File: src/combined_lcg_shuffle_rng_defines.svh
// Assertion macros for the combined LCG shuffle generator.
// Included by the top level; expects signals named clock and reset in scope.
`ifndef COMBINED_LCG_SHUFFLE_RNG_DEFINES_SVH
`define COMBINED_LCG_SHUFFLE_RNG_DEFINES_SVH

// same-cycle implication
`define CLSR_ASSERT_IMP(lbl, ante, cons, msg) \
   lbl: assert property (@(posedge clock) disable iff (reset) (ante) |-> (cons)) \
      else $error(msg);

// next-cycle implication
`define CLSR_ASSERT_NXT(lbl, ante, cons, msg) \
   lbl: assert property (@(posedge clock) disable iff (reset) (ante) |=> (cons)) \
      else $error(msg);

`endif

File: src/clsr_pkg.sv
// Package for the combined LCG shuffle generator: widths, generator constants,
// controller/datapath command and status structs, and the modular fold function.
// No dependencies.
package clsr_pkg;

   localparam int VALUE_W        = 31;
   localparam int SEED_W         = 31;
   localparam int MUL_W          = 16;
   localparam int FOLD_W         = 8;
   localparam int PROD_W         = VALUE_W + MUL_W;
   localparam int TABLE_SIZE_DEF = 32;
   localparam int WARMUP_EXTRA   = 8;

   localparam logic [MUL_W-1:0]   MUL_A       = 16'd40014;
   localparam logic [MUL_W-1:0]   MUL_B       = 16'd40692;
   localparam logic [VALUE_W-1:0] MOD_A       = 31'd2147483563;
   localparam logic [VALUE_W-1:0] MOD_B       = 31'd2147483399;
   localparam logic [FOLD_W-1:0]  FOLD_A      = 8'd85;   // 2^31 - MOD_A
   localparam logic [FOLD_W-1:0]  FOLD_B      = 8'd249;  // 2^31 - MOD_B
   localparam logic [VALUE_W-1:0] SPAN_A      = 31'd2147483562;
   localparam logic [VALUE_W-1:0] GEN_A_RESET = 31'd1;
   localparam logic [VALUE_W-1:0] GEN_B_RESET = 31'd123456789;

   typedef struct packed {
      logic load_seed;
      logic mul_en;
      logic rd_en;
      logic red_a_en;
      logic red_b_en;
      logic warm_step;
      logic mix_en;
   } clsr_cmd_type;

   typedef struct packed {
      logic warm_last;
   } clsr_status_type;

   // p mod (2^31 - c): fold the high part back once, then one conditional subtract
   function automatic logic [VALUE_W-1:0] mod_fold(input logic [PROD_W-1:0]  p,
                                                   input logic [VALUE_W-1:0] m,
                                                   input logic [FOLD_W-1:0]  c);
      logic [VALUE_W:0] s;
      s = VALUE_W'(32'(p[PROD_W-1:VALUE_W]) * 32'(c)) + {1'b0, p[VALUE_W-1:0]};
      if (s >= {1'b0, m}) begin
         s = s - {1'b0, m};
      end
      return s[VALUE_W-1:0];
   endfunction

endpackage

File: src/clsr_if.sv
// Valid/ready channel interfaces for request and response transactions.
// Depends on clsr_pkg.
interface clsr_req_if
   import clsr_pkg::*;
   ();
   logic                valid;
   logic                ready;
   logic                kind;
   logic [SEED_W-1:0]   seed;

   modport source (output valid, output kind, output seed, input ready);
   modport sink   (input valid, input kind, input seed, output ready);
endinterface

interface clsr_rsp_if
   import clsr_pkg::*;
   ();
   logic                valid;
   logic                ready;
   logic [VALUE_W-1:0]  value;

   modport source (output valid, output value, input ready);
   modport sink   (input valid, input value, output ready);
endinterface

File: src/clsr_ctrl.sv
// Controller FSM: sequences reseed warm-up and the multiply/fold/combine step,
// owns the response valid flag. Depends on clsr_pkg.
module clsr_ctrl
   import clsr_pkg::*;
(
   input  logic            clock,
   input  logic            reset,
   input  logic            req_valid,
   input  logic            req_kind,
   output logic            req_ready,
   input  logic            rsp_ready,
   output logic            rsp_valid,
   input  clsr_status_type status,
   output clsr_cmd_type    cmd
);

   typedef enum logic [5:0] {
      ST_IDLE     = 6'b000001,
      ST_WARM_MUL = 6'b000010,
      ST_WARM_RED = 6'b000100,
      ST_STEP_MUL = 6'b001000,
      ST_STEP_RED = 6'b010000,
      ST_STEP_MIX = 6'b100000
   } clsr_state_type;

   clsr_state_type state_ff, state_in;
   logic           rsp_valid_ff, rsp_valid_in;

   always_comb begin
      cmd       = '0;
      state_in  = state_ff;
      req_ready = 1'b0;
      case (state_ff)
         ST_IDLE: begin
            req_ready = 1'b1;
            if (req_valid) begin
               cmd.load_seed = req_kind;
               state_in      = req_kind ? ST_WARM_MUL : ST_STEP_MUL;
            end
         end
         ST_WARM_MUL: begin
            cmd.mul_en = 1'b1;
            state_in   = ST_WARM_RED;
         end
         ST_WARM_RED: begin
            cmd.red_a_en  = 1'b1;
            cmd.warm_step = 1'b1;
            state_in      = status.warm_last ? ST_STEP_MUL : ST_WARM_MUL;
         end
         ST_STEP_MUL: begin
            cmd.mul_en = 1'b1;
            cmd.rd_en  = 1'b1;
            state_in   = ST_STEP_RED;
         end
         ST_STEP_RED: begin
            cmd.red_a_en = 1'b1;
            cmd.red_b_en = 1'b1;
            state_in     = ST_STEP_MIX;
         end
         ST_STEP_MIX: begin
            if (!rsp_valid_ff || rsp_ready) begin
               cmd.mix_en = 1'b1;
               state_in   = ST_IDLE;
            end
         end
         default: begin
            state_in = ST_IDLE;
         end
      endcase
   end

   assign rsp_valid_in = cmd.mix_en | (rsp_valid_ff & ~rsp_ready);
   assign rsp_valid    = rsp_valid_ff;

   always_ff @(posedge clock) begin
      if (reset) begin
         state_ff     <= ST_IDLE;
         rsp_valid_ff <= 1'b0;
      end else begin
         state_ff     <= state_in;
         rsp_valid_ff <= rsp_valid_in;
      end
   end

endmodule

File: src/clsr_datapath.sv
// Datapath: two constant multiply/fold generators, shuffle table memory with
// valid bits, index decode, combine and response register. Depends on clsr_pkg.
module clsr_datapath
   import clsr_pkg::*;
#(
   parameter int TABLE_SIZE = TABLE_SIZE_DEF
)
(
   input  logic                clock,
   input  logic                reset,
   input  clsr_cmd_type        cmd,
   input  logic [SEED_W-1:0]   seed,
   output clsr_status_type     status,
   output logic [VALUE_W-1:0]  value
);

   localparam int     IDX_W      = (TABLE_SIZE > 1) ? $clog2(TABLE_SIZE) : 1;
   localparam int     WARM_STEPS = TABLE_SIZE + WARMUP_EXTRA;
   localparam int     CNT_W      = $clog2(WARM_STEPS);
   localparam longint IDX_DIV    = 1 + longint'(SPAN_A) / longint'(TABLE_SIZE);

   logic [VALUE_W-1:0] gen_a_ff, gen_a_in;
   logic [VALUE_W-1:0] gen_b_ff, gen_b_in;
   logic [VALUE_W-1:0] last_out_ff, last_out_in;
   logic [VALUE_W-1:0] value_ff;
   logic [PROD_W-1:0]  prod_a_ff, prod_b_ff;
   logic [CNT_W-1:0]   cnt_ff, cnt_in;
   logic [VALUE_W-1:0] red_a, red_b, seed_eff;

   logic [VALUE_W-1:0] shuf_mem [TABLE_SIZE];
   logic [TABLE_SIZE-1:0] shuf_vld_ff;
   logic [VALUE_W-1:0] rd_data_ff;
   logic               rd_vld_ff;

   logic [TABLE_SIZE-1:0] above;
   logic [IDX_W-1:0]      idx;
   logic                  wr_en;
   logic [IDX_W-1:0]      wr_addr;
   logic [VALUE_W-1:0]    wr_data;
   logic [VALUE_W-1:0]    rd_val;
   logic signed [VALUE_W+1:0] diff;
   logic [VALUE_W-1:0]    mix;

   assign red_a    = mod_fold(prod_a_ff, MOD_A, FOLD_A);
   assign red_b    = mod_fold(prod_b_ff, MOD_B, FOLD_B);
   assign seed_eff = (seed == '0) ? VALUE_W'(1) : seed;

   // thermometer of last_out against the bucket boundaries
   assign above[0] = 1'b0;
   for (genvar k = 1; k < TABLE_SIZE; k++) begin : g_bound
      localparam longint BOUND = longint'(k) * IDX_DIV;
      assign above[k] = {1'b0, last_out_ff} >= 32'(BOUND);
   end

   always_comb begin
      idx = '0;
      for (int k = 1; k < TABLE_SIZE; k++) begin
         if (above[k]) begin
            idx = IDX_W'(k);
         end
      end
   end

   assign wr_en   = cmd.mix_en | (cmd.warm_step && (32'(cnt_ff) < 32'(TABLE_SIZE)));
   assign wr_addr = cmd.mix_en ? idx : cnt_ff[IDX_W-1:0];
   assign wr_data = cmd.mix_en ? gen_a_ff : red_a;

   assign rd_val = rd_vld_ff ? rd_data_ff : '0;
   always_comb begin
      diff = $signed({2'b00, rd_val}) - $signed({2'b00, gen_b_ff});
      if (diff < 1) begin
         diff = diff + $signed({2'b00, SPAN_A});
      end
      mix = diff[VALUE_W-1:0];
   end

   always_comb begin
      gen_a_in    = gen_a_ff;
      gen_b_in    = gen_b_ff;
      last_out_in = last_out_ff;
      cnt_in      = cnt_ff;
      if (cmd.load_seed) begin
         gen_a_in = seed_eff;
         gen_b_in = seed_eff;
         cnt_in   = CNT_W'(WARM_STEPS - 1);
      end
      if (cmd.red_a_en) begin
         gen_a_in = red_a;
      end
      if (cmd.red_b_en) begin
         gen_b_in = red_b;
      end
      if (cmd.warm_step) begin
         cnt_in = cnt_ff - CNT_W'(1);
         if (status.warm_last) begin
            last_out_in = red_a;
         end
      end
      if (cmd.mix_en) begin
         last_out_in = mix;
      end
   end

   assign status.warm_last = (cnt_ff == '0);
   assign value            = value_ff;

   always_ff @(posedge clock) begin
      if (reset) begin
         gen_a_ff    <= GEN_A_RESET;
         gen_b_ff    <= GEN_B_RESET;
         last_out_ff <= '0;
         cnt_ff      <= '0;
         shuf_vld_ff <= '0;
      end else begin
         gen_a_ff    <= gen_a_in;
         gen_b_ff    <= gen_b_in;
         last_out_ff <= last_out_in;
         cnt_ff      <= cnt_in;
         if (wr_en) begin
            shuf_vld_ff[wr_addr] <= 1'b1;
         end
      end
   end

   always_ff @(posedge clock) begin
      if (cmd.mul_en) begin
         prod_a_ff <= PROD_W'(gen_a_ff) * PROD_W'(MUL_A);
         prod_b_ff <= PROD_W'(gen_b_ff) * PROD_W'(MUL_B);
      end
      if (cmd.mix_en) begin
         value_ff <= mix;
      end
   end

   always_ff @(posedge clock) begin
      if (wr_en) begin
         shuf_mem[wr_addr] <= wr_data;
      end
      if (cmd.rd_en) begin
         rd_data_ff <= shuf_mem[idx];
         rd_vld_ff  <= shuf_vld_ff[idx];
      end
   end

endmodule

File: src/combined_lcg_shuffle_rng.sv
// Combined two-modulus multiplicative congruential generator (moduli 2147483563
// and 2147483399) with a TABLE_SIZE-entry Bays-Durham shuffle. Each request
// transaction (kind 0 = next number, kind 1 = reseed from seed, 0 taken as 1,
// then next number) yields one response transaction carrying value in
// 1..2147483562; value / 2147483563 is the uniform fraction. A plain request
// runs from the idle state that takes it through a multiply state and a fold
// state for the generator step and a combine state, which waits while a
// previous result is still pending, then returns to idle. A reseed first runs
// the table warm-up through the same multiply/fold state loop. The response
// sits in an output register, so a request is taken while a result waits.
// Depends on clsr_pkg, clsr_if, clsr_ctrl, clsr_datapath and the defines header.
`include "combined_lcg_shuffle_rng_defines.svh"

module combined_lcg_shuffle_rng
   import clsr_pkg::*;
#(
   parameter int TABLE_SIZE = TABLE_SIZE_DEF
)
(
   input  logic       clock,
   input  logic       reset,
   clsr_req_if.sink   req_chan,
   clsr_rsp_if.source rsp_chan
);

   clsr_cmd_type    cmd;
   clsr_status_type status;

   clsr_ctrl u_ctrl (
      .clock     (clock),
      .reset     (reset),
      .req_valid (req_chan.valid),
      .req_kind  (req_chan.kind),
      .req_ready (req_chan.ready),
      .rsp_ready (rsp_chan.ready),
      .rsp_valid (rsp_chan.valid),
      .status    (status),
      .cmd       (cmd)
   );

   clsr_datapath #(
      .TABLE_SIZE (TABLE_SIZE)
   ) u_datapath (
      .clock  (clock),
      .reset  (reset),
      .cmd    (cmd),
      .seed   (req_chan.seed),
      .status (status),
      .value  (rsp_chan.value)
   );

   `CLSR_ASSERT_IMP(a_no_overwrite, cmd.mix_en, (!rsp_chan.valid || rsp_chan.ready), "result overwritten while pending")
   `CLSR_ASSERT_NXT(a_one_at_a_time, (req_chan.valid && req_chan.ready), !req_chan.ready, "second transaction taken during work")
   `CLSR_ASSERT_NXT(a_step_start, (req_chan.valid && req_chan.ready && !req_chan.kind), cmd.mul_en, "step did not follow plain request")
   `CLSR_ASSERT_IMP(a_single_op, 1'b1, $onehot0({cmd.mul_en, cmd.red_a_en, cmd.mix_en}), "overlapping datapath operations")

endmodule

File: src/flat_wrapper.sv
// flat-port wrapper written by rule: the top's interface ports become plain ports
module combined_lcg_shuffle_rng_flat import clsr_pkg::*;
#(
   parameter int TABLE_SIZE = TABLE_SIZE_DEF
)
  (clock, reset, req_chan_valid, req_chan_kind, req_chan_seed, req_chan_ready, rsp_chan_valid, rsp_chan_value, rsp_chan_ready);
  clsr_req_if req_chan_i ();
  clsr_rsp_if rsp_chan_i ();
  input  logic clock;
  input  logic reset;
  input wire logic [$bits(req_chan_i.valid)-1:0] req_chan_valid;
  input wire logic [$bits(req_chan_i.kind)-1:0] req_chan_kind;
  input wire logic [$bits(req_chan_i.seed)-1:0] req_chan_seed;
  output wire logic [$bits(req_chan_i.ready)-1:0] req_chan_ready;
  output wire logic [$bits(rsp_chan_i.valid)-1:0] rsp_chan_valid;
  output wire logic [$bits(rsp_chan_i.value)-1:0] rsp_chan_value;
  input wire logic [$bits(rsp_chan_i.ready)-1:0] rsp_chan_ready;
  assign req_chan_i.valid = req_chan_valid;
  assign req_chan_i.kind = req_chan_kind;
  assign req_chan_i.seed = req_chan_seed;
  assign req_chan_ready = req_chan_i.ready;
  assign rsp_chan_valid = rsp_chan_i.valid;
  assign rsp_chan_value = rsp_chan_i.value;
  assign rsp_chan_i.ready = rsp_chan_ready;
  combined_lcg_shuffle_rng #(.TABLE_SIZE(TABLE_SIZE)) u_core (.clock(clock), .reset(reset), .req_chan(req_chan_i), .rsp_chan(rsp_chan_i));
endmodule
File: config.mk
export PLATFORM = sky130hd
export DESIGN_NAME = combined_lcg_shuffle_rng_flat
export DESIGN_NICKNAME = d
export VERILOG_FILES = /design/src/clsr_pkg.sv /design/src/clsr_if.sv /design/src/clsr_ctrl.sv /design/src/clsr_datapath.sv /design/src/combined_lcg_shuffle_rng.sv /design/src/flat_wrapper.sv
export VERILOG_INCLUDE_DIRS = /design/src /design/src/src
export SDC_FILE = /design/constraint.sdc
export NUM_CORES = 2
export LEC_CHECK = 0
export ABC_AREA = 1
export BUFFER_PORTS_ARGS = -buffer_cell sky130_fd_sc_hd__buf_4
export CORE_MARGIN = 8
export CORE_UTILIZATION = 65
export DETAILED_ROUTE_END_ITERATION = 7
export PLACE_DENSITY = 0.92
export SLEW_MARGIN = 20
export SYNTH_ARGS = -nofsm -noshare
export SYNTH_HDL_FRONTEND = slang
export SYNTH_SLANG_ARGS = --single-unit
export TNS_END_PERCENT = 50
File: constraint.sdc
create_clock -name clock -period 7.3 [get_ports clock]
set_input_delay 2.19 -clock clock [delete_from_list [all_inputs] [get_ports clock]]
set_output_delay 2.19 -clock clock [all_outputs]
set_load 0.01 [all_outputs]
# After elaboration in Yosys (flattened, before gate mapping)
# Memories as Yosys holds them, arrays and structs flattened. A register that Yosys moved wholly into a read port is not among the register bits.
# Index checks and enable logic that the tools add are counted.
dict set report word_totals {
  register_bits 261
  ramBits 992
  input_bits 36
  output_inout_bits 33
  elab_cells 156
  n_memories 1
}
# memory depth width rd rd_clocked_by_memory_dff wr line_no
set mem_list {}
lappend mem_list {u_core.u_datapath.shuf_mem 32 31 1 1 1 clsr_datapath.sv:30} ;# logic [VALUE_W-1:0] shuf_mem [TABLE_SIZE];
dict set report op_classes {
  n_addsub 7
  multipliers 4
  n_lt_le_gt_ge 38
  eq_ne 8
  muxes 67
  bitwise_logic 5
  n_reduce_logical 15
}
# operator count
set ops {}
lappend ops {{$ge 31x31->1 const B} 15}
lappend ops {{$mux 31} 12}
lappend ops {{$ge 31x30->1 const B} 8}
lappend ops {{$mux 5} 31}
lappend ops {{$ge 31x29->1 const B} 4}
lappend ops {{$ge 32x31->1 const B} 2}
lappend ops {{$ge 31x28->1 const B} 2}
lappend ops {{$sub 31x31->31 const B} 2}
lappend ops {{$mul 31x15->46 const B} 1}
lappend ops {{$mul 31x14->45 const B} 1}
lappend ops {{$pmux 6 s6} 1}
lappend ops {{$add 23x31->32} 1}
lappend ops {{$add 24x31->32} 1}
lappend ops {{$lt 32x2->1 const B} 1}
lappend ops {{$or 32x32->32} 1}
lappend ops {{$sub 31x31->32} 1}
lappend ops {{$add 31x8->31 const B} 1}
lappend ops {{$ge 31x26->1 const B} 1}
lappend ops {{$ge 31x27->1 const B} 1}
lappend ops {{$logic_not 31->1} 1}
lappend ops {{$mul 16x8->24 const B} 1}
lappend ops {{$mux 6} 4}
lappend ops {{$mul 16x7->23 const B} 1}
lappend ops {{$mux 1} 15}
lappend ops {{other kinds (24)} 35}

# Depth between registers and ports, before layout
dict set report depth {
  word_depth 38
  mapped_depth 45
  depth_no_buf 43
}

# By module
# A second synthesis with hierarchy kept.
dict set report hier_totals {
  hier_cells 8387
  area_unflattened_um2 81121.6
}
# module instances cells_per_inst area_per_inst_um2 seq_area_each_um2
set modules_own_cells {}
lappend modules_own_cells {clsr_datapath 1 8326 80706.2 37015.5}
lappend modules_own_cells {clsr_ctrl 1 61 415.4 140.1}

# Worst setup path after synthesis
# OpenSTA, ideal clock, no wires.
dict set report synth_path {
  kind {reg2reg}
  startpoint {register u_core.u_ctrl.state_ff[5]}
  endpoint {register u_core.u_ctrl.state_ff[0]}
  setup_time_ns 0.120
  arrival_time_ns 6.488
  required_time_ns 7.180
  slack_ns 0.693
  path_stages_with_launch 8
  synth_period_minus_slack_ns 6.607
  cell_sequence {dfxtp_1 nor2_1 inv_1 nor4_1 inv_1 nand2_1 nor3_1 a211o_1}
}
dict set report synth_between {
  elab_chain_cells 3
}
# item line_no
set synth_rtl {}
lappend synth_rtl {{start: declaration} clsr_ctrl.sv:26} ;# clsr_state_type state_ff, state_in;
lappend synth_rtl {{start signal: assignment} clsr_ctrl.sv:80} ;# state_ff <= state_in;
lappend synth_rtl {{$eq 6x6->1 / $eq 6x1->1 (equally long branches)} clsr_ctrl.sv:33} ;# case (state_ff)
lappend synth_rtl {{$ne 2x2->1 (no source line)} n/a}
lappend synth_rtl {{$reduce_and 2->1 (no source line)} n/a}
# Several ways; a longest one is shown, not always the timed one.
# A chain may end at the register's enable or synchronous reset.

# Final worst setup path
dict set report layout_path {
  startpoint {register u_core.u_datapath.gen_a_ff[10]}
  endpoint {register u_core.u_datapath.prod_a_ff[46], data pin}
}
dict set report layout_between {
  elab_chain_cells 1
}
# item line_no
set layout_rtl {}
lappend layout_rtl {{start: declaration} clsr_datapath.sv:22} ;# logic [VALUE_W-1:0] gen_a_ff, gen_a_in;
lappend layout_rtl {{start signal: assignment} clsr_datapath.sv:115} ;# gen_a_ff <= gen_a_in;
lappend layout_rtl {{$mul 31x15->46} clsr_datapath.sv:127} ;# prod_a_ff <= PROD_W'(gen_a_ff) * PROD_W'(MUL_A);
lappend layout_rtl {{end signal: assignment} clsr_datapath.sv:127}
lappend layout_rtl {{end: declaration} clsr_datapath.sv:26} ;# logic [PROD_W-1:0] prod_a_ff, prod_b_ff;
# Every way passes these cells.

==> metrics.md <==
| Metric | Value |
|---|---|
| Final WL | `approximately 260000 µm` |
| Initial core utilization | `about two thirds` |
| Core Footprint | `0.123 mm²` |
| Hold slack | `roughly 0.47 ns` |
| Startpoint types | `flop` |
| Peak fanout along the critical path | `6` |
| Min-Delay Path Class | `reg -> reg` |
| Final setup vio count | `0` |
| Die Wd | `369 µm` |
| DR WL met3 | `~36000 µm` |
| ANT nets after route | `0` |
| Post-Synthesis Cells | `just over 8000` |
| Yosys warning count | `0` |
| Final instance area | `around 0.088 mm²` |
| H-tree depth | `4` |
| Status | `finished with violations` |
| Crit share post-route | `a little over 90%` |
| CTS tree | `yes` |
| Share of cells above drive strength 1 | `approximately 6.7%` |
| Root Buffer | `clkbuf_16` |
| Row Count | `approximately 130` |
| Die Footprint | `between 0.1 and 0.15 mm²` |
| Detailed-route wire length per cell | `roughly 26 µm` |
| Clock buffer depth | `3` |
| CP required | `roughly 7.8 ns` |
| Layout area overhead | `9.53%` |
| Distinct cell type count after synthesis | `between 50 and 60` |
| Vias | `roughly 65000` |
| Max-slew violation count | `0` |
| Number of flops mapped to enable cells by yosys | `approximately 1100` |
| Max cap viols | `0` |
| Placed cell areas | `0.0839 mm²` |
| Final min period | `just under 7 ns` |
| Total track usage | `37.7%` |
| Failing checks | `DRC` |
| DRC viols | `39` |
| Syn_area_per_cell | `approximately 9.7 µm²` |
| Vert. Die Dim | `roughly 370 µm` |
| Vias in the first global route | `64643` |
| Critical path class | `reg -> reg` |
| First-pass GRT wire length | `approximately 390000 µm` |
| Initial antenna violation count | `15` |
| Uppermost layer routed | `met5` |
| Skew-Pair Late Insertion Delay | `roughly 0.82 ns` |
| IO Pins | `just under 70` |
| Seq/Total Area, Yosys | `a little under half` |
| Final worst slack | `a little under 0.5 ns` |
| Pre-antenna DRT Iters | `8` |
| Sink Count | `about 1300` |
| Slew of the pin with the lowest slew margin | `~1.2 ns` |
| CTS Hold Buffers Added | `0` |
| DRT iter0 DRCs | `between 10000 and 15000` |
| Crit-path slowest cell | `dfxtp_1` |
| Commonest non-fill, non-tap cell in the layout | `inv_1` |
| Dpl ws | `approximately 0.52 ns` |
| Fmax achieved | `around 0.15 GHz` |
| Met1 wire length | `90000 µm` |
| CTS Buf Count | `roughly 140` |
| Synth Register Bits | `approximately 1300` |
| Worst rel slew slack | `~22%` |
| Worst-path clk slew | `around 0.06 ns` |
| Vias per cell | `6.38` |
| Nature of the critical path endpoint | `flop` |
| Fin. Hold Viols | `0` |
| Synthesized net count | `approximately 9000` |
| Sum Neg Setup Slack | `0 ns` |
| Post-synth design cell area | `0.0808 mm²` |
| Crit path top cell by count | `nand2_1` |
| Ys flop type | `edfxtp_1` |
| IO Port Bufs | `68` |
| Largest net degree at the start of global routing | `around 220` |
| Worst path arrival time | `7.31 ns` |
| Nets | `about 9300` |
| GPL Wtd Cong | `around 1.1` |
| Asr flop ratio synth | `0%` |
| Crit-path max cell delay | `~0.56 ns` |
| Grt ovf | `0` |
| Clk_skew | `~0.06 ns` |
| Hpwl dp | `~170000 µm` |
| Met2 WL | `~120000 µm` |
| Highest-count cells in the layout ignoring fill and taps | `inv_1, nand2_1, nand3_1, edfxtp_1, ha_1` |
## timing repair
item                                    4_1_cts  5_1_grt
endpoints found under the setup margin        0       35
resized for setup                             0        4
buffers inserted                              0        0
## through the flow
stage          util [%]  std cells
2_1_floorplan         -       8307
3_3_place_gp       68.0       9870
3_5_place_dp       68.0       9870
4_1_cts            71.6      10111
5_1_grt            71.7      10113
6_report           71.7      10116
## per-layer routing
metal	up-vias	track usage (%)
li1	27504	-
met1	30354	47.6
met5	-	0
met4	10	22.2
met2	5288	58.3
met3	1431	10.7
## Yosys cell counts, types with 9 or more instances
| master | number | share of area [%] |
|---|---|---|
| a31oi_1 | 31 | 0.24 |
| xnor2_1 | 64 | 0.69 |
| edfxtp_1 | 1146 | 43 |
| inv_2 | 11 | 0.051 |
| a211oi_1 | 10 | 0.093 |
| inv_1 | 1562 | 7.3 |
| nor4_1 | 22 | 0.17 |
| nand3b_1 | 309 | 2.9 |
| o211ai_1 | 21 | 0.20 |
| buf_6 | 18 | 0.25 |
| o21ai_0 | 157 | 0.97 |
| o21ai_2 | 12 | 0.13 |
| o21ai_1 | 38 | 0.24 |
| buf_1 | 23 | 0.11 |
| clkbuf_1 | 190 | 0.88 |
| o221ai_1 | 9 | 0.098 |
| nand4_1 | 39 | 0.30 |
| xor2_1 | 148 | 1.6 |
| a21oi_1 | 268 | 1.7 |
| ha_1 | 482 | 7.5 |
| a21o_1 | 10 | 0.093 |
| nor2_1 | 263 | 1.2 |
| buf_4 | 36 | 0.33 |
| nand2_1 | 1402 | 6.5 |
| nor3_1 | 43 | 0.27 |
| dfxtp_1 | 137 | 3.4 |
| buf_2 | 70 | 0.43 |
| o21a_1 | 32 | 0.30 |
| nand3_1 | 1213 | 7.5 |
| fa_1 | 448 | 11 |
## worst paths after layout
check / startpoint / endpoint / slack [ns] / cells past startpoint
hold reg to reg: u_core.u_datapath.shuf_vld_ff[17] / u_core.u_datapath.shuf_vld_ff[17] / 0.47 / 2
hold / removal: u_core.u_datapath.shuf_vld_ff[17] / u_core.u_datapath.shuf_vld_ff[17] / 0.47 / 2
setup / recovery: u_core.u_datapath.gen_a_ff[10] / u_core.u_datapath.prod_a_ff[46] / 0.50 / 30
setup reg to reg: u_core.u_datapath.gen_a_ff[10] / u_core.u_datapath.prod_a_ff[46] / 0.50 / 30
## cell type report
| type | count | area, µm² |
|---|---|---|
| timing repair buffer | 263 | 2450 |
| fill | 8105 | 35000 |
| tap | 1637 | 2050 |
| multi-input combinational | 5107 | 36300 |
| antenna | 5 | 12.5 |
| inverter | 1580 | 5940 |
| clock inverter | 60 | 866 |
| clock buffer | 181 | 3650 |
| sequential | 1283 | 37200 |
## worst max-delay path: cells and delay by family, from the launching register on
family                   cells  cell delay, ns
flip-flops                   1            0.56
adder cells (fa/ha/maj)      7            3.04
AO/OA/AOI/OAI                7            1.30
AND/OR/NAND/NOR             11            1.23
XOR/XNOR                     1            0.11
buffers and inverters        4            0.25
## kinds of logic (layout without fill, tap and decap cells)
family | Yosys count | after routing | share of synthesized area [%]
flops | 1283 | 1283 | 46.0
simple gates | 3313 | 3313 | 19.1
fa+ha+maj | 930 | 930 | 18.6
compound gates | 650 | 650 | 4.67
buf+inv | 1917 | 2084 | 9.35
xor+xnor | 214 | 214 | 2.34
other cells | 0 | 5 | 0
## sequential cells by signal (all words and copies together) (netlist names)
| name | flops |
|---|---|
| u_core.u_ctrl.rsp_valid | 1 |
| u_core.u_ctrl.state_ff | 6 |
| u_core.u_datapath.cnt_ff | 6 |
| u_core.u_datapath.gen_a_ff | 31 |
| u_core.u_datapath.gen_b_ff | 31 |
| u_core.u_datapath.last_out_ff | 30 |
| u_core.u_datapath.prod_a_ff | 46 |
| u_core.u_datapath.prod_b_ff | 45 |
| u_core.u_datapath.rd_data_ff | 31 |
| u_core.u_datapath.rd_vld_ff | 1 |
| u_core.u_datapath.shuf_mem | 992 |
| u_core.u_datapath.shuf_vld_ff | 32 |
| u_core.u_datapath.value | 31 |
Power is not shown: default switching activity piles up to over one toggle a cycle in this logic, so the estimate is an artifact.
